**config.mk**
```make
export PLATFORM = sky130hd
export DESIGN_NAME = circular_deque
export DESIGN_NICKNAME = d
export VERILOG_FILES = /design/src/design/cdq_pkg.sv /design/src/design/cdq_cell.sv /design/src/design/cdq_lane.sv /design/src/design/circular_deque.sv
export SDC_FILE = /design/constraint.sdc
export NUM_CORES = 1
export LEC_CHECK = 0
export BUFFER_PORTS_ARGS = -buffer_cell sky130_fd_sc_hd__buf_2
export CAP_MARGIN = 30
export CORE_UTILIZATION = 30
export DETAILED_ROUTE_END_ITERATION = 12
export SETUP_SLACK_MARGIN = 0.2
export SYNTH_ARGS = -nofsm -noshare
export SYNTH_HDL_FRONTEND = slang
export SYNTH_HIERARCHICAL = 1
export SYNTH_SLANG_ARGS = --single-unit
```
**constraint.sdc**
```tcl
create_clock -name clk -period 12.49 [get_ports clk]
set_input_delay 0.6245 -clock clk [delete_from_list [all_inputs] [get_ports clk]]
set_output_delay 0.6245 -clock clk [all_outputs]
set_load 0.005 [all_outputs]
```
**src/design/cdq_pkg.sv**
```systemverilog
`default_nettype none

package cdq_pkg;

    localparam int DEPTH_DEFAULT      = 16;
    localparam int DATA_WIDTH_DEFAULT = 32;

    localparam logic [2:0] OP_PUSH_FRONT = 3'd0;
    localparam logic [2:0] OP_PUSH_REAR  = 3'd1;
    localparam logic [2:0] OP_POP_FRONT  = 3'd2;
    localparam logic [2:0] OP_POP_REAR   = 3'd3;
    localparam logic [2:0] OP_PEEK_FRONT = 3'd4;
    localparam logic [2:0] OP_PEEK_REAR  = 3'd5;

    typedef struct packed {
        logic [2:0]  opcode;
        logic [31:0] push_data;
    } req_t;

    typedef struct packed {
        logic        ok;
        logic [31:0] read_data;
        logic [3:0]  entry_count;
        logic        is_empty;
        logic        is_full;
    } rsp_t;

    // One lane keeps the entries in order with its head end at cell zero.
    typedef struct packed {
        logic push_head;
        logic pop_head;
        logic push_tail;
        logic pop_tail;
    } lane_cmd_t;

endpackage

`default_nettype wire

```
**src/design/cdq_cell.sv**
```systemverilog
`default_nettype none

module cdq_cell #(
    parameter int DATA_WIDTH = cdq_pkg::DATA_WIDTH_DEFAULT
) (
    input  wire                    clk,
    input  wire                    rst_n,
    input  wire cdq_pkg::lane_cmd_t cmd,
    input  wire [DATA_WIDTH-1:0]   din,
    input  wire                    lo_valid,
    input  wire [DATA_WIDTH-1:0]   lo_data,
    input  wire                    hi_valid,
    input  wire [DATA_WIDTH-1:0]   hi_data,
    output logic                   valid,
    output logic [DATA_WIDTH-1:0]  data
);

    logic                  valid_reg;
    logic                  valid_next;
    logic [DATA_WIDTH-1:0] data_reg;
    logic [DATA_WIDTH-1:0] data_next;

    always_comb
    begin
        valid_next = valid_reg;
        data_next  = data_reg;
        if (cmd.push_head)
        begin
            valid_next = lo_valid;
            data_next  = lo_data;
        end
        else if (cmd.pop_head)
        begin
            valid_next = hi_valid;
            data_next  = hi_data;
        end
        else if (cmd.push_tail)
        begin
            if (lo_valid && !valid_reg)
            begin
                valid_next = 1'b1;
                data_next  = din;
            end
        end
        else if (cmd.pop_tail)
        begin
            if (valid_reg && !hi_valid)
            begin
                valid_next = 1'b0;
            end
        end
    end

    always_ff @(posedge clk or negedge rst_n)
    begin
        if (!rst_n)
        begin
            valid_reg <= 1'b0;
        end
        else
        begin
            valid_reg <= valid_next;
        end
    end

    always_ff @(posedge clk)
    begin
        data_reg <= data_next;
    end

    assign valid = valid_reg;
    assign data  = data_reg;

endmodule

`default_nettype wire

```
**src/design/cdq_lane.sv**
```systemverilog
`default_nettype none

module cdq_lane #(
    parameter int CELLS      = cdq_pkg::DEPTH_DEFAULT - 1,
    parameter int DATA_WIDTH = cdq_pkg::DATA_WIDTH_DEFAULT
) (
    input  wire                    clk,
    input  wire                    rst_n,
    input  wire cdq_pkg::lane_cmd_t cmd,
    input  wire [DATA_WIDTH-1:0]   din,
    output logic [DATA_WIDTH-1:0]  head_data
);

    logic [CELLS-1:0]      valid;
    logic [DATA_WIDTH-1:0] data [CELLS];

    for (genvar i = 0; i < CELLS; i++)
    begin : g_cell
        logic                  lo_valid;
        logic [DATA_WIDTH-1:0] lo_data;
        logic                  hi_valid;
        logic [DATA_WIDTH-1:0] hi_data;

        if (i == 0)
        begin : g_first
            assign lo_valid = 1'b1;
            assign lo_data  = din;
        end
        else
        begin : g_mid_lo
            assign lo_valid = valid[i-1];
            assign lo_data  = data[i-1];
        end

        if (i == CELLS - 1)
        begin : g_last
            assign hi_valid = 1'b0;
            assign hi_data  = '0;
        end
        else
        begin : g_mid_hi
            assign hi_valid = valid[i+1];
            assign hi_data  = data[i+1];
        end

        cdq_cell #(
            .DATA_WIDTH (DATA_WIDTH)
        ) u_cell (
            .clk      (clk),
            .rst_n    (rst_n),
            .cmd      (cmd),
            .din      (din),
            .lo_valid (lo_valid),
            .lo_data  (lo_data),
            .hi_valid (hi_valid),
            .hi_data  (hi_data),
            .valid    (valid[i]),
            .data     (data[i])
        );
    end

    assign head_data = data[0];

endmodule

`default_nettype wire

```
**src/design/circular_deque.sv**
```systemverilog
// Latency: a transaction accepted at a clock edge has its result on the result ports
// in the next cycle, marked by done for exactly that cycle.
// Throughput: one transaction per cycle; busy stays low, since every operation is a single
// shift or local load in each cell of the two mirrored cell chains.
// Reset: rst_n clears the count and all occupancy bits, leaving the deque empty.
// The receiver cannot stall; each result is taken in the cycle it is shown.
`default_nettype none

module circular_deque #(
    parameter int DEPTH      = cdq_pkg::DEPTH_DEFAULT,
    parameter int DATA_WIDTH = cdq_pkg::DATA_WIDTH_DEFAULT
) (
    input  wire              clk,
    input  wire              rst_n,
    input  wire              start,
    output logic             busy,
    input  wire cdq_pkg::req_t request,
    output logic             done,
    output cdq_pkg::rsp_t    result
);

    localparam int CELLS = DEPTH - 1;
    localparam int CW    = (DEPTH > 2) ? $clog2(DEPTH) : 1;

    // The front lane has the front entry at cell zero, the rear lane the rear entry.
    cdq_pkg::lane_cmd_t    front_cmd;
    cdq_pkg::lane_cmd_t    rear_cmd;
    logic [DATA_WIDTH-1:0] din;
    logic [DATA_WIDTH-1:0] front_head;
    logic [DATA_WIDTH-1:0] rear_head;

    logic [CW-1:0]         count_reg;
    logic [CW-1:0]         count_next;
    logic                  done_reg;
    cdq_pkg::rsp_t         result_reg;
    cdq_pkg::rsp_t         result_next;

    logic                  empty;
    logic                  full;
    logic                  ok;
    logic [DATA_WIDTH-1:0] rd;
    logic [DATA_WIDTH+31:0] push_ext;
    logic [DATA_WIDTH+31:0] rd_ext;
    logic [CW+3:0]          count_ext;

    assign push_ext = {{DATA_WIDTH{1'b0}}, request.push_data};
    assign din      = push_ext[DATA_WIDTH-1:0];
    assign empty    = (count_reg == '0);
    assign full     = (count_reg == CW'(CELLS));

    always_comb
    begin
        front_cmd  = '0;
        rear_cmd   = '0;
        ok         = 1'b0;
        rd         = '0;
        count_next = count_reg;
        if (start)
        begin
            case (request.opcode)
                cdq_pkg::OP_PUSH_FRONT:
                begin
                    if (!full)
                    begin
                        front_cmd.push_head = 1'b1;
                        rear_cmd.push_tail  = 1'b1;
                        ok                  = 1'b1;
                        count_next          = count_reg + CW'(1);
                    end
                end
                cdq_pkg::OP_PUSH_REAR:
                begin
                    if (!full)
                    begin
                        front_cmd.push_tail = 1'b1;
                        rear_cmd.push_head  = 1'b1;
                        ok                  = 1'b1;
                        count_next          = count_reg + CW'(1);
                    end
                end
                cdq_pkg::OP_POP_FRONT:
                begin
                    if (!empty)
                    begin
                        front_cmd.pop_head = 1'b1;
                        rear_cmd.pop_tail  = 1'b1;
                        ok                 = 1'b1;
                        rd                 = front_head;
                        count_next         = count_reg - CW'(1);
                    end
                end
                cdq_pkg::OP_POP_REAR:
                begin
                    if (!empty)
                    begin
                        front_cmd.pop_tail = 1'b1;
                        rear_cmd.pop_head  = 1'b1;
                        ok                 = 1'b1;
                        rd                 = rear_head;
                        count_next         = count_reg - CW'(1);
                    end
                end
                cdq_pkg::OP_PEEK_FRONT:
                begin
                    if (!empty)
                    begin
                        ok = 1'b1;
                        rd = front_head;
                    end
                end
                cdq_pkg::OP_PEEK_REAR:
                begin
                    if (!empty)
                    begin
                        ok = 1'b1;
                        rd = rear_head;
                    end
                end
                default:
                begin
                    ok = 1'b0;
                end
            endcase
        end
    end

    assign rd_ext    = {32'b0, rd};
    assign count_ext = {4'b0, count_next};

    always_comb
    begin
        result_next.ok          = ok;
        result_next.read_data   = rd_ext[31:0];
        result_next.entry_count = count_ext[3:0];
        result_next.is_empty    = (count_next == '0);
        result_next.is_full     = (count_next == CW'(CELLS));
    end

    cdq_lane #(
        .CELLS      (CELLS),
        .DATA_WIDTH (DATA_WIDTH)
    ) u_front_lane (
        .clk       (clk),
        .rst_n     (rst_n),
        .cmd       (front_cmd),
        .din       (din),
        .head_data (front_head)
    );

    cdq_lane #(
        .CELLS      (CELLS),
        .DATA_WIDTH (DATA_WIDTH)
    ) u_rear_lane (
        .clk       (clk),
        .rst_n     (rst_n),
        .cmd       (rear_cmd),
        .din       (din),
        .head_data (rear_head)
    );

    always_ff @(posedge clk or negedge rst_n)
    begin
        if (!rst_n)
        begin
            count_reg <= '0;
            done_reg  <= 1'b0;
        end
        else
        begin
            count_reg <= count_next;
            done_reg  <= start;
        end
    end

    always_ff @(posedge clk)
    begin
        if (start)
        begin
            result_reg <= result_next;
        end
    end

    assign busy   = 1'b0;
    assign done   = done_reg;
    assign result = result_reg;

endmodule

`default_nettype wire
```
* Word level (Yosys, flattened, before mapping)
Cells that the tools add are included.
** Cells by class
- Add/subtract/negate cells :: 2
- Equality and inequality tests :: 37
- Multiplexer cells :: 312
- Reduce and logical (&&, ||, !) cells :: 184
** Operators by type and width (number)
- 32-bit 2-to-1 mux :: 122
- 1-bit 2-to-1 mux :: 182
- 4-bit nonzero test :: 30
- 4-bit by 1-bit != test with 1-bit output (second input constant) :: 28
- 3-bit nonzero test :: 30
- 3-bit AND reduction :: 26
- 2-bit AND reduction :: 34
- 32-bit case mux with 2 select lines :: 1
- 1-bit logical AND :: 28
- 1-bit zero test :: 28
- 4-bit 2-to-1 mux :: 5
- 4-bit equality test (second input constant) :: 2
- 4-bit zero test :: 2
- 4-bit case mux with 2 select lines :: 1
- 2-bit OR reduction :: 4
- 3-bit by 2-bit equality test with 1-bit output (second input constant) :: 2
- 3-bit equality test (second input constant) :: 2
- 3-bit != test (second input constant) :: 2
- 4-bit by 1-bit adder with 4-bit output (second input constant) :: 1
- 4-bit OR reduction :: 1
- 4-bit by 1-bit subtractor with 4-bit output (second input constant) :: 1
- 3-bit by 1-bit equality test with 1-bit output (second input constant) :: 1
- 3-bit zero test :: 1
- 1-bit case mux with 2 select lines :: 1
** Storage, ports and cells
- Register bits after elaboration :: 1034
- Output and inout bits :: 41
- Logic and storage cells :: 602

* Logic depth before layout (Yosys ltp)
- Depth in word-level cells :: 8
- Mapped depth :: 9
- Gate-level depth less buffers :: 8

* Hierarchy
The synthesis kept the hierarchy.
** Modules (own cells, without submodules)
- cdq_cell :: times used 30, cells an instance 149, area an instance 1745.4 um^2, seq. area each 985.9 um^2
- circular_deque :: times used 1, cells an instance 171, area an instance 2069.5 um^2, seq. area each 1296.2 um^2
- cdq_lane :: times used 2, cells an instance 2, area an instance 7.5 um^2, seq. area each 0.0 um^2

* Worst setup path after synthesis
No wires, ideal clock.
- Path kind :: in2reg
- Start :: input request[33] in the netlist's numbering
- End :: register u_front_lane.g_cell[0].u_cell.data_reg[0] (enable)
- Setup time :: 0.390 ns
- Arrival :: 5.135 ns
- Slack :: 6.966 ns
- Cell stages on the path :: 7
- Buffers on the path :: 2
- Cells stage by stage :: buf_2 > nor3b_2 > nand2_1 > nor2_1 > buf_4 > nor2_1 > nand2_1
** RTL lines
- start, declared :: line circular_deque.sv:17 : input wire cdq_pkg::req_t request,
- end signal, assigned :: line cdq_cell.sv:68 : data_reg <= data_next;
- end, declared :: line cdq_cell.sv:20 : logic [DATA_WIDTH-1:0] data_reg;

==> results_dict.tcl <==
set metrics [dict create \
    initial_core_util_pct 30.4 \
    cp-end-kind "flip-flop" \
    drt_iter0_markers 3499 \
    fin_setup_tns_ns 0 \
    dpl.cell_count 6855 \
    cp_num_buf_inv 4 \
    crit_family "buffers and inverters" \
    power.density_nw_per_um2 142 \
    synth_cells 4645 \
    clock_skew_ns 0.0381 \
    grt_pass1_wl_um 202000 \
    grt_max_degree 280 \
    crit_path_frequent_cell "buf_4" \
    relSlewSlack_pct 19.3 \
    syn_to_final_growth_pct 8.37 \
    finalPower_uw 8390 \
    period_share_pct 42.2 \
    hold_viol 0 \
    synth_edf_count 999 \
    cts_max_path_buffers 3 \
    rsz0062_at_grt "false" \
    power.leakage_uw 0.0170 \
    clk_pin_slew_ns 0.06 \
    clock_latency_ns 0.74 \
    fin_util_pct 32.9 \
    final_cells 7068 \
    cts_root_buf "clkbuf_16" \
    fin_crit_ns 5.27 \
    synthFlopType "edfxtp_1" \
    die_w_um 428 \
    ys_ff_latch 1034 \
    io_buffers 77 \
    viasPerCell 4.99 \
    setup_viol 0 \
    track_usage_pct 13.9 \
    route.detailed.drc 0 \
    crit_fanout 279 \
    cp.required_ns 12.85 \
    wire_per_inst_um 18.7 \
    numCtsBuffers 109 \
    drv_slew 0 \
    h-tree-depth 3 \
    fin_nets 4658 \
    cts_hold_buf 1 \
    n_fill_cell 17915 \
    dpl.hpwl_um 73300 \
    status "finished, final reports clean" \
    drive_gt1_share_pct 6.77 \
    drtPass1Iterations 5 \
    yosysWarnings 6 \
    fp.coreArea_sq_um 179000 \
    startpoint_type "input port" \
    antenna_found_initial 13 \
    ir_drop_mv 0.114 \
    post_cts_buffers 0 \
    hp-class "in -> reg" \
    arrival_ns 5.63 \
    grt_overflow 0 \
    clock-sinks 1034 \
    routed_wirelength_um 132000 \
    row_count 155 \
    vias 35234 \
    dieHeight_um 428 \
    post_cts_resized 0 \
    cp_cell_sequence "buf_2 -> nor3b_2 -> nand2_1 -> nor2_4 -> buf_4 -> buf_12 -> nand3b_1 -> nand2_2 -> buf_4" \
    fmax_mhz 190 \
    crit_type "in -> reg" \
    syn_area_per_cell_sq_um 11.7 \
    die_area_sq_um 183000 \
    synth_cell_types 40 \
    cpPeakStageDelay_ns 0.76 \
    synthesis.area_sq_um 54400 \
    cts_tree "built" \
    post_dp_cell_area_sq_um 55500 \
    max_cap_viol_count 0 \
    final_area_sq_um 59000 \
    tightest_slew_ns 1.21 \
    synth-async-reset-ratio_pct 3.38 \
    ioPinCount 79 \
    gp_congestion 0.772 \
    postRouteAntennaNets 0 \
    yosysSeqAreaShare_pct 56.7 \
    grt_pass1_vias 33750 \
    worst_path_max_delay_cell "nor2_4" \
]
-- per-layer routing --
| layer | vias to the layer above | track usage (%) | share of wire, % |
|---|---|---|---|
| met5 | - | 0 | 0.021 |
| met4 | 4 | 4.60 | 3.2 |
| met3 | 212 | 2.32 | 5.0 |
| met2 | 761 | 22.0 | 46 |
| met1 | 17349 | 19.2 | 46 |
| li1 | 16908 | - | - |
-- cell type report --
type / count / area, sq um / area share, %
diodes: 4 / 10.0 / 0.0170
clock buffers: 143 / 2880 / 4.88
clock inverters: 59 / 458 / 0.776
inverters: 33 / 124 / 0.210
multi-input cells: 3302 / 20600 / 34.9
flip-flops and latches: 1034 / 30900 / 52.3
well taps: 2355 / 2950 / 4.99
repair buffers: 138 / 1130 / 1.92
-- cell families (layout without fill, tap and decap cells) --
logic type	Yosys count	after routing	synth area share, %
AOI/OAI and AO/OA	1067	1067	10.3
muxes	961	961	17.7
adders and majority gates	2	2	0.0460
and+or+nand+nor	1197	1197	8.99
other	5	77	0.0345
DFF	1034	1034	56.7
xor gates and xnor gates	2	2	0.0322
buffers and inverters	377	373	6.27
-- metrics by stage --
step	worst slack (ns)	hold WS (ns)
global placement	6.54	0.533
CTS	7.21	0.278
global route	6.79	0.341
detailed placement	6.45	0.547
finish	7.22	0.349
floorplan	6.97	0.329
-- worst paths after layout --
kind                                                        start                                endpoint  slack (ns)  depth (start not counted)
max                                                         start  u_front_lane/g_cell[6].u_cell/data[26]        7.22                          9
min in group asynchronous                                   rst_n                                    done        0.68                          2
min                                                   request[34]                            count_reg[3]        0.35                          2
max in group asynchronous                                   rst_n     u_front_lane/g_cell[6].u_cell/valid       11.30                          3
max reg2reg                                          count_reg[0]  u_front_lane/g_cell[6].u_cell/data[26]        7.36                          9
min reg2reg                u_rear_lane/g_cell[10].u_cell/data[10]  u_rear_lane/g_cell[11].u_cell/data[10]        0.55                          2
-- where the power goes --
part / internal [uW] / switching, uW
Combinational: 333 / 644
Clock: 1710 / 1400
Sequential: 4160 / 151
-- synthesized netlist by cell type, types with 2 or more instances --
cell,number,share of area (%)
edfxtp_1,999,55
nand2_1,993,6.8
mux2i_1,961,18
o21ai_1,870,8.0
o21ai_0,123,1.1
clkbuf_1,97,0.67
buf_12,90,3.3
nor2_1,69,0.48
buf_2,66,0.61
buf_4,61,0.84
nand3b_1,60,0.83
dfrtp_1,35,1.6
inv_1,33,0.23
a22oi_1,32,0.44
nand3_1,32,0.29
nor2b_1,32,0.37
buf_6,30,0.62
o311ai_0,30,0.48
conb_1,5,0.034
a21oi_1,3,0.028
and2_1,2,0.023
ha_1,2,0.046
nand2b_1,2,0.023
xnor2_1,2,0.032
-- placed cells by master, fill, tap and decap left out, types with 35 or more instances in the layout --
cell | netlist | final
edfxtp_1 | 999 | 999
nand2_1 | 993 | 963
mux2i_1 | 961 | 961
o21ai_1 | 870 | 870
o21ai_0 | 123 | 123
clkbuf_16 | 0 | 110
buf_2 | 66 | 77
conb_1 | 5 | 73
nor2_1 | 69 | 63
nand3b_1 | 60 | 60
buf_4 | 61 | 43
dfrtp_1 | 35 | 35
No activity file was read; power rests on OpenSTA's default activity.
